## src/design/rfsd_pkg.sv

```systemverilog
package rfsd_pkg;

  // frame delimiter and the good checksum total
  localparam logic [7:0] DELIMITER = 8'h7E;
  localparam logic [7:0] SUM_GOOD  = 8'hFF;

  // data offsets of the captured fields
  localparam int ID_OFFSET  = 12;
  localparam int ONE_OFFSET = 16;
  localparam int TWO_OFFSET = 21;
  localparam int BAT_OFFSET = 31;

  // result status codes
  localparam logic [2:0] ST_RECORD   = 3'd0;
  localparam logic [2:0] ST_CHECKSUM = 3'd1;
  localparam logic [2:0] ST_TYPE     = 3'd2;
  localparam logic [2:0] ST_LENGTH   = 3'd3;
  localparam logic [2:0] ST_BAD_ID   = 3'd4;
  localparam logic [2:0] ST_OVERLONG = 3'd5;

  // configuration register indexes
  localparam logic [1:0] REG_FRAME_TYPE    = 2'd0;
  localparam logic [1:0] REG_RECORD_LENGTH = 2'd1;
  localparam logic [1:0] REG_ID_LIMIT      = 2'd2;

  localparam int CFG_DATA_W = 9;

  typedef struct packed {
    logic [7:0] expected_frame_type;
    logic [6:0] expected_record_length;
    logic [8:0] sensor_id_limit;
  } cfg_t;

  typedef struct packed {
    logic [2:0]  frame_status;
    logic [7:0]  sensor_number;
    logic [31:0] first_value;
    logic [31:0] second_value;
    logic [31:0] battery_value;
  } result_t;

  // replace one byte lane of a little-endian word
  function automatic logic [31:0] put_byte(logic [31:0] word, logic [1:0] rel,
                                           logic [7:0] b);
    logic [31:0] r;
    r = word;
    r[rel*8 +: 8] = b;
    return r;
  endfunction

endpackage

```

## src/design/rfsd_if.sv

```systemverilog
interface rfsd_byte_if;
  logic       valid;
  logic       ready;
  logic [7:0] rx_byte;

  modport source(output valid, output rx_byte, input ready);
  modport sink(input valid, input rx_byte, output ready);
endinterface

interface rfsd_result_if;
  logic        valid;
  logic        ready;
  logic [2:0]  frame_status;
  logic [7:0]  sensor_number;
  logic [31:0] first_value;
  logic [31:0] second_value;
  logic [31:0] battery_value;

  modport source(output valid, output frame_status, output sensor_number,
                 output first_value, output second_value, output battery_value,
                 input ready);
  modport sink(input valid, input frame_status, input sensor_number,
               input first_value, input second_value, input battery_value,
               output ready);
endinterface

```

## src/design/radio_frame_sensor_decoder.sv

```systemverilog
// Radio sensor frame decoder.
// rx takes one received serial byte per beat (valid/ready). The decoder hunts
// for the 0x7E delimiter, reads a big-endian 16-bit length, sums the data and
// checksum bytes and checks type, length and sensor id.
// res gives one beat per finished frame: a status and, for a good record, the
// sensor id and three raw little-endian 32-bit words. Zero-length frames give
// no beat; a length above MAX_FRAME_BYTES - 4 gives an overlong beat at once.
// Throughput is one byte per clock while res does not stall: each byte is held in
// the input register while the parser state updates from it; a result reaches res
// through the result register once the checksum byte has stepped the parser.
// When res stalls, the parser holds; the input register still takes one more
// byte, after which rx.ready follows res.ready.
// Configuration writes (cfg_we, cfg_index, cfg_data) are registered and must be
// only made while no frame is in progress; the block does not enforce this.
// Reset (rst, synchronous) empties both registers, sets hunting and loads the
// default register values.
module radio_frame_sensor_decoder #(
  parameter int MAX_FRAME_BYTES = 100
) (
  input  logic                            clk,
  input  logic                            rst,
  rfsd_byte_if.sink                       rx,
  rfsd_result_if.source                   res,
  input  logic                            cfg_we,
  input  logic [1:0]                      cfg_index,
  input  logic [rfsd_pkg::CFG_DATA_W-1:0] cfg_data
);

  rfsd_pkg::cfg_t    cfg;
  rfsd_pkg::result_t parse_res;
  rfsd_pkg::result_t out_data;
  logic              parse_fire;
  logic              byte_valid;
  logic [7:0]        byte_data;
  logic              out_valid;
  logic              out_free;
  logic              step;

  rfsd_cfg_regs u_cfg (
    .clk       (clk),
    .rst       (rst),
    .cfg_we    (cfg_we),
    .cfg_index (cfg_index),
    .cfg_data  (cfg_data),
    .cfg       (cfg)
  );

  // handshake: parse when the output register can take a result
  assign out_free = !out_valid || res.ready;
  assign step     = byte_valid && out_free;
  assign rx.ready = !byte_valid || out_free;

  // input register
  always_ff @(posedge clk) begin
    if (rst) begin
      byte_valid <= 1'b0;
    end else if (rx.valid && rx.ready) begin
      byte_valid <= 1'b1;
    end else if (step) begin
      byte_valid <= 1'b0;
    end
  end

  always_ff @(posedge clk) begin
    if (rx.valid && rx.ready) begin
      byte_data <= rx.rx_byte;
    end
  end

  rfsd_parser #(
    .MAX_FRAME_BYTES (MAX_FRAME_BYTES)
  ) u_parser (
    .clk      (clk),
    .rst      (rst),
    .step     (step),
    .rx_byte  (byte_data),
    .cfg      (cfg),
    .res_fire (parse_fire),
    .res      (parse_res)
  );

  // result register
  always_ff @(posedge clk) begin
    if (rst) begin
      out_valid <= 1'b0;
    end else if (parse_fire) begin
      out_valid <= 1'b1;
    end else if (res.ready) begin
      out_valid <= 1'b0;
    end
  end

  always_ff @(posedge clk) begin
    if (parse_fire) begin
      out_data <= parse_res;
    end
  end

  assign res.valid         = out_valid;
  assign res.frame_status  = out_data.frame_status;
  assign res.sensor_number = out_data.sensor_number;
  assign res.first_value   = out_data.first_value;
  assign res.second_value  = out_data.second_value;
  assign res.battery_value = out_data.battery_value;

  // a byte waiting on a stalled result is kept intact
  a_byte_held: assert property (@(posedge clk) disable iff (rst)
    byte_valid && !out_free |=> byte_valid && $stable(byte_data))
    else $error("pending byte lost during result stall");

endmodule

```

## src/design/rfsd_cfg_regs.sv

```systemverilog
module rfsd_cfg_regs (
  input  logic                           clk,
  input  logic                           rst,
  input  logic                           cfg_we,
  input  logic [1:0]                     cfg_index,
  input  logic [rfsd_pkg::CFG_DATA_W-1:0] cfg_data,
  output rfsd_pkg::cfg_t                 cfg
);

  // register writes, reset to the sensor frame defaults
  always_ff @(posedge clk) begin
    if (rst) begin
      cfg.expected_frame_type    <= 8'd144;
      cfg.expected_record_length <= 7'd36;
      cfg.sensor_id_limit        <= 9'd16;
    end else if (cfg_we) begin
      unique case (cfg_index)
        rfsd_pkg::REG_FRAME_TYPE:    cfg.expected_frame_type    <= cfg_data[7:0];
        rfsd_pkg::REG_RECORD_LENGTH: cfg.expected_record_length <= cfg_data[6:0];
        rfsd_pkg::REG_ID_LIMIT:      cfg.sensor_id_limit        <= cfg_data[8:0];
        default: ;
      endcase
    end
  end

endmodule

```

## src/design/rfsd_parser.sv

```systemverilog
module rfsd_parser #(
  parameter int MAX_FRAME_BYTES = 100
) (
  input  logic              clk,
  input  logic              rst,
  input  logic              step,
  input  logic [7:0]        rx_byte,
  input  rfsd_pkg::cfg_t    cfg,
  output logic              res_fire,
  output rfsd_pkg::result_t res
);

  localparam int LEN_W = $clog2(MAX_FRAME_BYTES - 3);
  localparam logic [7:0] LEN_LIMIT = 8'(MAX_FRAME_BYTES - 4);

  localparam logic [1:0] HUNT   = 2'd0;
  localparam logic [1:0] LEN_HI = 2'd1;
  localparam logic [1:0] LEN_LO = 2'd2;
  localparam logic [1:0] DATA   = 2'd3;

  logic [1:0]       state, state_next;
  logic             hi_nz, hi_nz_next;
  logic [LEN_W-1:0] len, len_next;
  logic [LEN_W-1:0] idx, idx_next;
  logic [7:0]       sum, sum_next;
  logic [7:0]       type_b, type_next;
  logic [7:0]       id_b, id_next;
  logic [31:0]      w1, w1_next;
  logic [31:0]      w2, w2_next;
  logic [31:0]      wb, wb_next;
  logic [2:0]       status;

  // status of a finished frame, checked in priority order
  always_comb begin
    priority if (sum_next != rfsd_pkg::SUM_GOOD)
      status = rfsd_pkg::ST_CHECKSUM;
    else if (type_next != cfg.expected_frame_type)
      status = rfsd_pkg::ST_TYPE;
    else if (7'(len) != cfg.expected_record_length)
      status = rfsd_pkg::ST_LENGTH;
    else if ({1'b0, id_next} >= cfg.sensor_id_limit)
      status = rfsd_pkg::ST_BAD_ID;
    else
      status = rfsd_pkg::ST_RECORD;
  end

  // next state, captures and result
  always_comb begin
    state_next = state;
    hi_nz_next = hi_nz;
    len_next   = len;
    idx_next   = idx;
    sum_next   = sum;
    type_next  = type_b;
    id_next    = id_b;
    w1_next    = w1;
    w2_next    = w2;
    wb_next    = wb;
    res_fire   = 1'b0;
    res        = '0;
    unique case (state)
      HUNT: begin
        if (rx_byte == rfsd_pkg::DELIMITER) begin
          state_next = LEN_HI;
          sum_next   = '0;
          type_next  = '0;
          id_next    = '0;
          w1_next    = '0;
          w2_next    = '0;
          wb_next    = '0;
        end
      end
      LEN_HI: begin
        hi_nz_next = (rx_byte != 8'd0);
        state_next = LEN_LO;
      end
      LEN_LO: begin
        if (!hi_nz && rx_byte == 8'd0) begin
          state_next = HUNT;
        end else if (hi_nz || rx_byte > LEN_LIMIT) begin
          state_next       = HUNT;
          res_fire         = step;
          res.frame_status = rfsd_pkg::ST_OVERLONG;
        end else begin
          len_next   = rx_byte[LEN_W-1:0];
          idx_next   = '0;
          state_next = DATA;
        end
      end
      DATA: begin
        sum_next = sum + rx_byte;
        if (idx == LEN_W'(0))
          type_next = rx_byte;
        else if (idx == LEN_W'(rfsd_pkg::ID_OFFSET))
          id_next = rx_byte;
        else if (idx >= LEN_W'(rfsd_pkg::ONE_OFFSET) &&
                 idx <  LEN_W'(rfsd_pkg::ONE_OFFSET + 4))
          w1_next = rfsd_pkg::put_byte(w1, 2'(idx - LEN_W'(rfsd_pkg::ONE_OFFSET)),
                                       rx_byte);
        else if (idx >= LEN_W'(rfsd_pkg::TWO_OFFSET) &&
                 idx <  LEN_W'(rfsd_pkg::TWO_OFFSET + 4))
          w2_next = rfsd_pkg::put_byte(w2, 2'(idx - LEN_W'(rfsd_pkg::TWO_OFFSET)),
                                       rx_byte);
        else if (idx >= LEN_W'(rfsd_pkg::BAT_OFFSET) &&
                 idx <  LEN_W'(rfsd_pkg::BAT_OFFSET + 4))
          wb_next = rfsd_pkg::put_byte(wb, 2'(idx - LEN_W'(rfsd_pkg::BAT_OFFSET)),
                                       rx_byte);
        if (idx < len) begin
          idx_next = idx + LEN_W'(1);
        end else begin
          state_next       = HUNT;
          res_fire         = step;
          res.frame_status = status;
          if (status == rfsd_pkg::ST_RECORD) begin
            res.sensor_number = id_next;
            res.first_value   = w1_next;
            res.second_value  = w2_next;
            res.battery_value = wb_next;
          end
        end
      end
      default: ;
    endcase
  end

  // control state
  always_ff @(posedge clk) begin
    if (rst) begin
      state <= HUNT;
    end else if (step) begin
      state <= state_next;
    end
  end

  // frame data registers
  always_ff @(posedge clk) begin
    if (step) begin
      hi_nz  <= hi_nz_next;
      len    <= len_next;
      idx    <= idx_next;
      sum    <= sum_next;
      type_b <= type_next;
      id_b   <= id_next;
      w1     <= w1_next;
      w2     <= w2_next;
      wb     <= wb_next;
    end
  end

  // a result always returns the parser to hunting
  a_result_hunts: assert property (@(posedge clk) disable iff (rst)
    res_fire |=> state == HUNT)
    else $error("parser did not resume hunting after a result");

  // the data index never runs past the frame length
  a_index_bound: assert property (@(posedge clk) disable iff (rst)
    state == DATA |-> idx <= len)
    else $error("data index past frame length");

  // only a good record carries field values
  a_fields_zero: assert property (@(posedge clk) disable iff (rst)
    res_fire && res.frame_status != rfsd_pkg::ST_RECORD |->
      res.sensor_number == 8'd0 && res.first_value == 32'd0 &&
      res.second_value == 32'd0 && res.battery_value == 32'd0)
    else $error("non-record result carries field data");

endmodule

```

## src/flat_wrapper.sv

```systemverilog
// flat-port wrapper written by rule: the top's interface ports become plain ports
module radio_frame_sensor_decoder_flat 
#(
  parameter int MAX_FRAME_BYTES = 100
)
  (clk, rst, cfg_we, cfg_index, cfg_data, rx_valid, rx_rx_byte, rx_ready, res_valid, res_frame_status, res_sensor_number, res_first_value, res_second_value, res_battery_value, res_ready);
  rfsd_byte_if rx_i ();
  rfsd_result_if res_i ();
  input  logic clk;
  input  logic rst;
  input  logic cfg_we;
  input  logic [1:0] cfg_index;
  input  logic [rfsd_pkg::CFG_DATA_W-1:0] cfg_data;
  input wire logic [$bits(rx_i.valid)-1:0] rx_valid;
  input wire logic [$bits(rx_i.rx_byte)-1:0] rx_rx_byte;
  output wire logic [$bits(rx_i.ready)-1:0] rx_ready;
  output wire logic [$bits(res_i.valid)-1:0] res_valid;
  output wire logic [$bits(res_i.frame_status)-1:0] res_frame_status;
  output wire logic [$bits(res_i.sensor_number)-1:0] res_sensor_number;
  output wire logic [$bits(res_i.first_value)-1:0] res_first_value;
  output wire logic [$bits(res_i.second_value)-1:0] res_second_value;
  output wire logic [$bits(res_i.battery_value)-1:0] res_battery_value;
  input wire logic [$bits(res_i.ready)-1:0] res_ready;
  assign rx_i.valid = rx_valid;
  assign rx_i.rx_byte = rx_rx_byte;
  assign rx_ready = rx_i.ready;
  assign res_valid = res_i.valid;
  assign res_frame_status = res_i.frame_status;
  assign res_sensor_number = res_i.sensor_number;
  assign res_first_value = res_i.first_value;
  assign res_second_value = res_i.second_value;
  assign res_battery_value = res_i.battery_value;
  assign res_i.ready = res_ready;
  radio_frame_sensor_decoder #(.MAX_FRAME_BYTES(MAX_FRAME_BYTES)) u_core (.clk(clk), .rst(rst), .rx(rx_i), .res(res_i), .cfg_we(cfg_we), .cfg_index(cfg_index), .cfg_data(cfg_data));
endmodule
```

## config.mk

```make
export PLATFORM = sky130hd
export DESIGN_NAME = radio_frame_sensor_decoder_flat
export DESIGN_NICKNAME = d
export VERILOG_FILES = /design/src/design/rfsd_pkg.sv /design/src/design/rfsd_if.sv /design/src/design/radio_frame_sensor_decoder.sv /design/src/design/rfsd_cfg_regs.sv /design/src/design/rfsd_parser.sv /design/src/flat_wrapper.sv
export SDC_FILE = /design/constraint.sdc
export NUM_CORES = 1
export LEC_CHECK = 0
export ABC_CLOCK_PERIOD_IN_PS = 6400
export BUFFER_PORTS_ARGS = -buffer_cell sky130_fd_sc_hd__buf_2
export CAP_MARGIN = 20
export CORE_AREA = 2 2 183 185
export DETAILED_ROUTE_END_ITERATION = 16
export DIE_AREA = 0 0 185 187
export PLACE_DENSITY = 0.67
export REMOVE_ABC_BUFFERS = 1
export SYNTH_ARGS = -nofsm -noshare
export SYNTH_HDL_FRONTEND = slang
export SYNTH_SLANG_ARGS = --single-unit
```

## constraint.sdc

```tcl
create_clock -name clk -period 6.4 [get_ports clk]
set_clock_uncertainty 0.05 [all_clocks]
set_input_delay 0.64 -clock clk [delete_from_list [all_inputs] [get_ports clk]]
set_output_delay 0.64 -clock clk [all_outputs]
set_load 0.02 [all_outputs]
```

==> results of run 1 <==
==> cell type report <==
type / count / area share
timing repair buffer: 149 / 0.0483
sequential: 278 / 0.494
tap: 448 / 0.0343
clock inverter: 17 / 0.00980
multi-input combinational: 852 / 0.355
inverter: 55 / 0.0128
clock buffer: 34 / 0.0462
==> per-stage QoR <==
stage          hold slack [ps]  TNS, ps  setup slack (ps)  std cells
2_1_floorplan              403   -38000              -572       1185
3_3_place_gp               421        0              1420       1782
3_5_place_dp               421        0              1160       1782
4_1_cts                    194        0              1170       1833
5_1_grt                    194        0               734       1833
6_report                   210        0              1110       1833
==> cell usage after synthesis, types with 13 or more instances <==
| cell type | count |
|---|---|
| buf_2 | 13 |
| o21ai_0 | 38 |
| nand3_1 | 24 |
| mux2i_1 | 37 |
| mux2_2 | 40 |
| a21oi_1 | 34 |
| nor4_2 | 50 |
| and2_1 | 84 |
| nand2_1 | 184 |
| nor4_1 | 55 |
| edfxtp_1 | 250 |
| nand2b_1 | 14 |
| o31ai_1 | 17 |
| dfxtp_1 | 28 |
| nor2_1 | 57 |
| clkbuf_1 | 64 |
| nor3_1 | 24 |
| and3_1 | 19 |
| inv_1 | 53 |
| ha_1 | 31 |
==> metal layers <==
layer,global-route usage,vias to the layer above,share of wire
met5,0,-,0
met4,0.0565,0,0.025
met3,0.0282,56,0.065
met2,0.325,321,0.47
met1,0.285,4935,0.44
li1,-,4865,-
==> power groups by stage <==
stage               sequential (mW)  clock, mW  combinational [mW]
floorplan                      2.02          0              0.0871
global placement               2.04          0               0.136
detailed placement             2.04          0               0.140
CTS                            2.00       1.68               0.140
global route                   2.00       1.75               0.155
finish                         2.00       1.66               0.140
==> sequential cells by signal (all words and copies together) (netlist names), 3 cells and up <==
register and count:
u_core.u_parser.w2 32, u_core.u_parser.len 7, u_core.res.frame_status 3, u_core.u_parser.sum 8
u_core.u_cfg.cfg 24, u_core.res.first_value 32, u_core.u_parser.w1 32, u_core.res.second_value 32
u_core.u_parser.id_b 8, u_core.res.sensor_number 8, u_core.u_parser.wb 32, u_core.u_parser.idx 7
u_core.u_parser.type_b 8, u_core.byte_data 8, u_core.res.battery_value 32
==> cell families (layout without fill, tap and decap cells) <==
| logic type | count (synthesis) | in the layout | synth area share |
|---|---|---|---|
| multiplexers | 77 | 77 | 0.0568 |
| flip-flops | 278 | 278 | 0.558 |
| adder cells (fa/ha/maj) | 32 | 32 | 0.0282 |
| AND/OR/NAND/NOR | 560 | 560 | 0.225 |
| buffers and inverters | 148 | 255 | 0.0430 |
| AO/OA/AOI/OAI | 171 | 171 | 0.0810 |
| XOR/XNOR | 12 | 12 | 0.00727 |
==> critical path: stages, from the launching register on <==
cell	delay, ps
edfxtp_1	590
clkinv_1	250
ha_1	320
nor4b_4	470
nand3_1	660
nor2_1	640
a22oi_1	210
ha_1	350
o21ai_0	90
a21oi_1	240
o21ai_4	100
buf_4	280
nor3_1	170
or4b_2	600
o21bai_1	150
==> path summary, 6_finish.rpt <==
check | startpoint | slack [ps] | to | cells after the start
worst max-delay path | u_core.u_parser.idx[0] | 1110 | u_core.res.frame_status[2] | 14
worst min-delay path | rx_rx_byte[4] | 210 | u_core.byte_data[4] | 1
worst max register to register | u_core.u_parser.idx[0] | 1110 | u_core.res.frame_status[2] | 14
worst min register to register | u_core.u_cfg.cfg[18] | 430 | u_core.u_cfg.cfg[18] | 2
==> flow_metrics.py, run 1 <==
metrics = {
    "detailed_routing": {
        "drt_first_pass_iters": 5,
        "routedWlPerCell_um": 19.2,
        "antenna_left": 0,
        "routed_wl_mm": 35.2,
        "vias": 10200,
        "drc": 0,
        "dr.first_iter.drc_count": 864,
        "vias_per_cell": 5.55,
    },
    "cells_and_area": {
        "final_common_cell": "edfxtp_1",
        "nNetsFinal": 1421,
        "multiInputGateArea_um2": 5790,
        "final_area_um2": 16300,
        "finish.utilization": 0.497,
        "final_cell_mix": "250 x edfxtp_1, 184 x nand2_1, 132 x buf_2",
        "num_antenna_cells": 0,
        "fillers": 2957,
        "seq_area_um2": 8070,
        "area_growth_pct": 13.0,
        "drive_gt1_frac": 0.224,
    },
    "critical_path": {
        "cp_max_fo": 45,
        "endpoint_kind": "register",
        "start_kind": "register",
        "arrival_ps": 5640,
        "critPathKind": "register to register",
        "required_ps": 6750,
    },
    "clock_network": {
        "clk_pin_slew_worst_paths_ps": 70,
        "cts.sinks": 278,
        "cts-resized-gates": 0,
        "hold_buffers": 0,
        "cts_setup_buffers": 0,
        "cts_buffers": 29,
        "root_buffer": "clkbuf_16",
        "htree_levels": 1,
        "cts_buffer_depth": 3,
        "clk_latency_ps": 550,
        "cts_tree": "done",
    },
    "synthesis": {
        "synth_enable_flop_cells": 250,
        "synthCells": 1278,
        "async_flop_share": 0,
        "synthDistinctLibCells": 64,
        "synth-seq-cells": 278,
        "yosysWarnings": 0,
        "yosysSeqAreaShare": 0.558,
        "yosysTopAreaCell": "edfxtp_1",
        "syn-mean-instance-area_um2": 11.3,
        "synthTopCellsByArea": "edfxtp_1 52%, nand2_1 4.8%, nor4_2 4.3%",
        "syn_area_um2": 14400,
        "synth_top_area_share": 0.520,
        "synth_flop_cell": "edfxtp_1",
    },
    "power_and_ir_drop": {
        "switching_power_uw": 820,
        "ir_drop_v": 0.000196,
        "p_int_mw": 2.98,
        "swShare": 0.216,
        "combPwrFrac": 0.037,
        "power.leakage_nw": 5.42,
        "clkPwrFrac": 0.436,
        "p_total_mw": 3.80,
        "power_density_nw_per_um2": 232,
        "sequentialPowerShare": 0.527,
    },
    "sta": {
        "final.min_clock_period_ps": 5290,
        "hold_viol_final": 0,
        "rsz0062_at_grt": "false",
        "fin_crit_sh": 0.826,
        "tightest_slew_ps": 1120,
        "fmax_ghz": 0.189,
        "relSlewSlack": 0.254,
        "setup_viol": 0,
        "drv_slew": 0,
    },
    "floorplanning": {
        "die_h_um": 187,
        "die_w_um": 185,
        "fp.dieArea_um2": 34600,
        "ios": 133,
        "core_area_um2": 32900,
        "num_rows": 67,
        "start_util": 0.440,
    },
    "placement": {
        "gp_congestion": 0.867,
        "dpl_cell_area_um2": 15400,
        "port_buffers": 132,
        "dp_hpwl_mm": 22.1,
    },
    "min_path": {
        "holdCritPathClass": "input port to register",
    },
    "global_routing": {
        "antenna_found_initial": 1,
        "grt_pass1_wl_mm": 55.2,
        "grt_max_degree": 94,
        "first_global_vias": 9767,
        "grt.overflow.total": 0,
        "gr-usage-all-layers": 0.202,
    },
    "outcome": {
        "status": "finished, final reports clean",
    },
    "flow_run": {
        "cap_violations": 0,
    },
}
No activity file was read; power rests on OpenSTA's default activity.
==> run 2: changes to the inputs <==
--- a/config.mk
+++ b/config.mk
@@ -5,7 +5,7 @@
 export SDC_FILE = /design/constraint.sdc
 export NUM_CORES = 1
 export LEC_CHECK = 0
-export ABC_CLOCK_PERIOD_IN_PS = 6400
+export ABC_CLOCK_PERIOD_IN_PS = 5500
 export BUFFER_PORTS_ARGS = -buffer_cell sky130_fd_sc_hd__buf_2
 export CAP_MARGIN = 20
 export CORE_AREA = 2 2 183 185
==> constraint.sdc (replaced) <==
create_clock -name clk -period 5.5 [get_ports clk]
set_clock_uncertainty 0.05 [all_clocks]
set_input_delay 0.55 -clock clk [delete_from_list [all_inputs] [get_ports clk]]
set_output_delay 0.55 -clock clk [all_outputs]
set_load 0.02 [all_outputs]
==> run 2 against run 1 <==
  * Count of clock-buffer cells in the layout grew 8
  * Power up 17%
  * Core utilization rose by 0.34 points
  * Hold slack got worse by 88 ps
  * Sequential power grew 16%
  * Largest power group unchanged
==> flow_metrics.py, run 2 (synthesis gave the netlist of run 1 again) <==
metrics = {
    "critical_path": {
        "start_kind": "register",
        "crit_chain": "clkinv_1 -> ha_1 -> nor4b_4 -> nand3_1 -> buf_4 -> a21o_1 -> a22o_1 -> ha_1 -> nor3_1 -> o21ai_0 -> o21ai_4 -> buf_12 -> a21bo_2 -> nor4_1",
        "crit_family": "simple AND/OR/NAND/NOR gates",
        "reg2reg_to": "u_core.res.first_value[15]",
        "cp_max_fo": 104,
        "slowest_stage": "edfxtp_1",
        "required_ps": 5800,
        "cpMostUsedCell": "ha_1",
        "crit_cells": 14,
        "crit_path_end": "u_core.res.first_value[15]",
        "rr_worst_depth": 14,
        "arrival_ps": 5080,
        "cpPeakStageDelay_ps": 570,
        "endpoint_kind": "register",
        "critPathLaunch": "u_core.u_parser.idx[0]",
        "r2r-start": "u_core.u_parser.idx[0]",
        "rrSetupSlack_ps": 720,
        "crit_buf_inv": 3,
        "critPathKind": "register to register",
    },
    "sta": {
        "setup_tns_ps": 0,
        "drv_slew": 0,
        "hold_slack_ps": 123,
        "final.min_clock_period_ps": 4780,
        "hold_viol_final": 0,
        "relSlewSlack": 0.291,
        "tightest_slew_ps": 1060,
        "rsz0062_at_grt": "false",
        "setup_viol": 0,
        "fmax_ghz": 0.209,
        "fin_crit_sh": 0.869,
    },
    "global_routing": {
        "first_global_vias": 9921,
        "grt.overflow.total": 0,
        "antenna_found_initial": 0,
        "gr-usage-all-layers": 0.198,
        "grt_max_degree": 105,
        "grt_pass1_wl_mm": 54.6,
    },
    "floorplanning": {
        "fp.dieArea_um2": 34600,
        "start_util": 0.440,
        "core_area_um2": 32900,
        "num_rows": 67,
        "ios": 133,
        "die_h_um": 187,
        "die_w_um": 185,
    },
    "power_and_ir_drop": {
        "ir_drop_v": 0.000219,
        "power.leakage_nw": 5.47,
        "power_density_nw_per_um2": 269,
    },
    "min_path": {
        "holdCritPathClass": "input port to register",
    },
    "clock_network": {
        "cts.sinks": 278,
        "cts_buffers": 30,
        "root_buffer": "clkbuf_16",
        "cts_tree": "done",
        "cts_buffer_depth": 3,
        "clk_latency_ps": 550,
        "hold_buffers": 0,
        "cts-resized-gates": 0,
        "cts_setup_buffers": 0,
        "htree_levels": 1,
        "clk_pin_slew_worst_paths_ps": 60,
    },
    "cells_and_area": {
        "fillers": 3010,
        "area_growth_pct": 13.8,
        "num_antenna_cells": 0,
        "final_cell_mix": "250 x edfxtp_1, 184 x nand2_1, 132 x buf_2",
        "finish.utilization": 0.500,
        "drive_gt1_frac": 0.227,
        "nNetsFinal": 1428,
        "final_common_cell": "edfxtp_1",
        "final_cell_count_no_fill": 1842,
        "seq_area_um2": 8070,
        "multiInputGateArea_um2": 5790,
    },
    "detailed_routing": {
        "drt_first_pass_iters": 5,
        "drc": 0,
        "vias": 10300,
        "routed_wl_mm": 34.8,
        "dr.first_iter.drc_count": 992,
        "routedWlPerCell_um": 18.9,
        "antenna_left": 0,
        "vias_per_cell": 5.59,
    },
    "placement": {
        "dp_hpwl_mm": 22.1,
        "port_buffers": 132,
        "numPlacedInstances": 1788,
        "gp_congestion": 0.861,
    },
    "flow_run": {
        "cap_violations": 0,
    },
    "outcome": {
        "status": "finished, final reports clean",
    },
}
-- run 2: worst min-delay path by stage --
stage                          from              endpoint  slack, ps  cells past startpoint
6_report              rx_rx_byte[2]   u_core.byte_data[2]        120                      1
3_3_place_gp   u_core.u_cfg.cfg[21]  u_core.u_cfg.cfg[21]        420                      2
3_5_place_dp   u_core.u_cfg.cfg[21]  u_core.u_cfg.cfg[21]        430                      2
5_1_grt               rx_rx_byte[2]   u_core.byte_data[2]        110                      1
4_1_cts               rx_rx_byte[2]   u_core.byte_data[2]        110                      1
2_1_floorplan  u_core.u_cfg.cfg[18]  u_core.u_cfg.cfg[18]        400                      2
-- run 2: final cells by class --
| type | count | share of cell area |
|---|---|---|
| well taps | 448 | 0.0341 |
| clock inverters | 12 | 0.00502 |
| inverters | 55 | 0.0127 |
| multi-input cells | 852 | 0.352 |
| clock buffers | 42 | 0.0515 |
| flip-flops and latches | 278 | 0.491 |
| repair buffers | 155 | 0.0537 |
-- run 2: worst register-to-register path, stage by stage (launching register included) --
cell	delay (ps)
edfxtp_1	570
clkinv_1	250
ha_1	310
nor4b_4	480
nand3_1	390
buf_4	300
a21o_1	270
a22o_1	250
ha_1	200
nor3_1	220
o21ai_0	180
o21ai_4	190
buf_12	350
a21bo_2	370
nor4_1	200
-- run 2: power breakdown --
part | switching [mW] | internal [mW]
combinational | 0.115 | 0.0618
sequential | 0.0242 | 2.29
clock | 0.823 | 1.11
-- run 2: layer usage --
metal,up-vias,track usage,share of wire
met3,70,0.0238,0.057
met2,314,0.319,0.47
met1,5027,0.279,0.44
li1,4893,-,-
met5,-,0,0
met4,0,0.0614,0.029
-- run 2: metrics by stage --
step,power [mW],worst slack (ps),instance area [µm²]
after global placement,2.53,841,15500
final,4.43,721,16400
after CTS,4.45,757,16400
after detailed placement,2.54,793,15500
after floorplan,2.46,-1470,14000
after global routing,4.54,273,16400
==> run 3: changes to the inputs <==
--- a/config.mk
+++ b/config.mk
@@ -8,10 +8,12 @@
 export ABC_CLOCK_PERIOD_IN_PS = 5500
 export BUFFER_PORTS_ARGS = -buffer_cell sky130_fd_sc_hd__buf_2
 export CAP_MARGIN = 20
-export CORE_AREA = 2 2 183 185
+export CELL_PAD_IN_SITES_DETAIL_PLACEMENT = 1
+export CELL_PAD_IN_SITES_GLOBAL_PLACEMENT = 2
+export CORE_AREA = 2 2 194 196
 export DETAILED_ROUTE_END_ITERATION = 16
-export DIE_AREA = 0 0 185 187
-export PLACE_DENSITY = 0.67
+export DIE_AREA = 0 0 196 198
+export PLACE_DENSITY = 0.84
 export REMOVE_ABC_BUFFERS = 1
 export SYNTH_ARGS = -nofsm -noshare
 export SYNTH_HDL_FRONTEND = slang
==> run 3 against run 2 <==
  * Count of clock-buffer cells in the layout down 6
  * Worst setup slack worse by 270 ps
  * Global-route usage up 0.36 points
  * Sequential power about the same
  * Largest power group unchanged
==> flow_metrics.py, run 3 (synthesis gave the netlist of run 1 again) <==
metrics = {
    "outcome": {
        "status": "finished, final reports clean",
    },
    "floorplanning": {
        "die_h_um": 198,
        "start_util": 0.391,
        "num_rows": 71,
        "ios": 133,
        "fp.dieArea_um2": 38800,
        "die_w_um": 196,
        "core_area_um2": 37000,
    },
    "global_routing": {
        "grt_pass1_wl_mm": 61.6,
        "antenna_found_initial": 0,
        "grt.overflow.total": 0,
        "gr-usage-all-layers": 0.201,
        "grt_max_degree": 108,
        "first_global_vias": 10700,
    },
    "power_and_ir_drop": {
        "switching_power_uw": 993,
        "power_density_nw_per_um2": 272,
        "combPwrFrac": 0.041,
        "p_total_mw": 4.51,
        "swShare": 0.220,
        "clkPwrFrac": 0.444,
        "sequentialPowerShare": 0.515,
        "ir_drop_v": 0.000256,
        "p_int_mw": 3.52,
        "power.leakage_nw": 5.54,
    },
    "min_path": {
        "min_path_cells": 1,
        "min_from": "rx_rx_byte[0]",
        "min_to": "u_core.byte_data[0]",
        "holdCritPathClass": "input port to register",
    },
    "critical_path": {
        "critPathKind": "register to register",
        "slowest_stage": "nor2_1",
        "cpPeakStageDelay_ps": 610,
        "r2r-start": "u_core.u_parser.idx[1]",
        "reg2reg_to": "u_core.res.second_value[15]",
        "rr_worst_depth": 14,
        "rrSetupSlack_ps": 450,
        "cp_max_fo": 32,
        "crit_buf_inv": 3,
        "arrival_ps": 5340,
        "start_kind": "register",
        "required_ps": 5790,
        "crit_chain": "inv_1 -> ha_1 -> nor4b_4 -> nand3_1 -> nor2_1 -> a22oi_1 -> ha_1 -> o21ai_0 -> a21oi_1 -> o21ai_4 -> buf_12 -> buf_12 -> nand2_1 -> nor4_1",
        "endpoint_kind": "register",
        "crit_family": "simple AND/OR/NAND/NOR gates",
    },
    "clock_network": {
        "cts_setup_buffers": 0,
        "cts.sinks": 278,
        "cts_buffer_depth": 3,
        "clk_latency_ps": 570,
        "clk_pin_slew_worst_paths_ps": 60,
        "htree_levels": 1,
        "cts-resized-gates": 0,
        "cts_buffers": 30,
        "root_buffer": "clkbuf_16",
        "cts_tree": "done",
        "hold_buffers": 0,
    },
    "cells_and_area": {
        "num_antenna_cells": 0,
        "final_cell_count_no_fill": 1878,
        "drive_gt1_frac": 0.232,
        "final_common_cell": "edfxtp_1",
        "nNetsFinal": 1439,
        "fillers": 4012,
        "final_cell_mix": "250 x edfxtp_1, 184 x nand2_1, 133 x buf_2",
        "final_area_um2": 16600,
        "area_growth_pct": 14.9,
    },
    "placement": {
        "port_buffers": 132,
        "dp_hpwl_mm": 25.7,
        "gp_congestion": 0.843,
        "dpl_cell_area_um2": 15700,
        "numPlacedInstances": 1825,
        "dp_worst_setup_slack_ps": 505,
    },
    "detailed_routing": {
        "routedWlPerCell_um": 20.8,
        "dr.first_iter.drc_count": 775,
        "drt_first_pass_iters": 5,
        "vias": 10400,
        "antenna_left": 0,
        "vias_per_cell": 5.53,
        "drc": 0,
        "routed_wl_mm": 39.1,
    },
    "sta": {
        "relSlewSlack": 0.303,
        "hold_viol_final": 0,
        "setup_tns_ps": 0,
        "tightest_slew_ps": 1050,
        "fmax_ghz": 0.198,
        "fin_crit_sh": 0.918,
        "drv_slew": 0,
        "setup_viol": 0,
        "rsz0062_at_grt": "false",
        "final.min_clock_period_ps": 5050,
        "setup_ws_ps": 449,
    },
    "flow_run": {
        "cap_violations": 0,
    },
}
==> run 3: power groups by stage <==
stage / sequential (mW) / combinational [mW] / clock [mW]
after floorplan: 2.36 / 0.101 / 0
after global placement: 2.37 / 0.179 / 0
after detailed placement: 2.37 / 0.185 / 0
after CTS: 2.32 / 0.186 / 2.04
after global routing: 2.32 / 0.204 / 2.10
final: 2.32 / 0.184 / 2.01
==> run 3: worst reg2reg max path, cell delays in order (launching register included) <==
cell,delay (ps)
edfxtp_1,540
inv_1,160
ha_1,290
nor4b_4,500
nand3_1,420
nor2_1,610
a22oi_1,230
ha_1,320
o21ai_0,170
a21oi_1,130
o21ai_4,590
buf_12,240
buf_12,200
nand2_1,100
nor4_1,270
==> run 3: worst max-delay path by stage <==
stage	slack, ps	end	cells after the start	start
after detailed placement	510	u_core.res.second_value[15]	14	u_core.u_parser.idx[1]
after CTS	460	u_core.res.second_value[15]	14	u_core.u_parser.idx[1]
after global routing	20	u_core.res.second_value[15]	14	u_core.u_parser.idx[1]
after global placement	880	u_core.res.second_value[21]	13	u_core.u_parser.idx[1]
after floorplan	-1470	u_core.res.second_value[0]	12	u_core.u_parser.idx[0]
final	450	u_core.res.second_value[15]	14	u_core.u_parser.idx[1]
==> run 3: cell type report <==
| class | instances | area, µm² | area share |
|---|---|---|---|
| Multi-Input combinational cell | 852 | 5790 | 0.349 |
| Sequential cell | 278 | 8070 | 0.486 |
| Clock inverter | 17 | 160 | 0.00964 |
| Timing Repair Buffer | 166 | 988 | 0.0595 |
| Inverter | 55 | 209 | 0.0126 |
| Tap cell | 474 | 593 | 0.0357 |
| Clock buffer | 36 | 795 | 0.0478 |
==> run 3: metrics by stage <==
step / hold slack [ps] / util
floorplan: 403 / -
global placement: 422 / 0.423
detailed placement: 429 / 0.424
CTS: 84.1 / 0.449
global route: 95.5 / 0.449
finish: 107 / 0.449
==> run 3: layer usage <==
| metal | part of all wire | vias to the layer above | wire (µm) | global-route usage |
|---|---|---|---|---|
| li1 | - | 4884 | - | - |
| met1 | 0.46 | 5203 | 17800 | 0.275 |
| met2 | 0.48 | 246 | 18700 | 0.338 |
| met3 | 0.042 | 52 | 1620 | 0.0206 |
| met4 | 0.025 | 0 | 984 | 0.0634 |
| met5 | 0 | - | 0 | 0 |
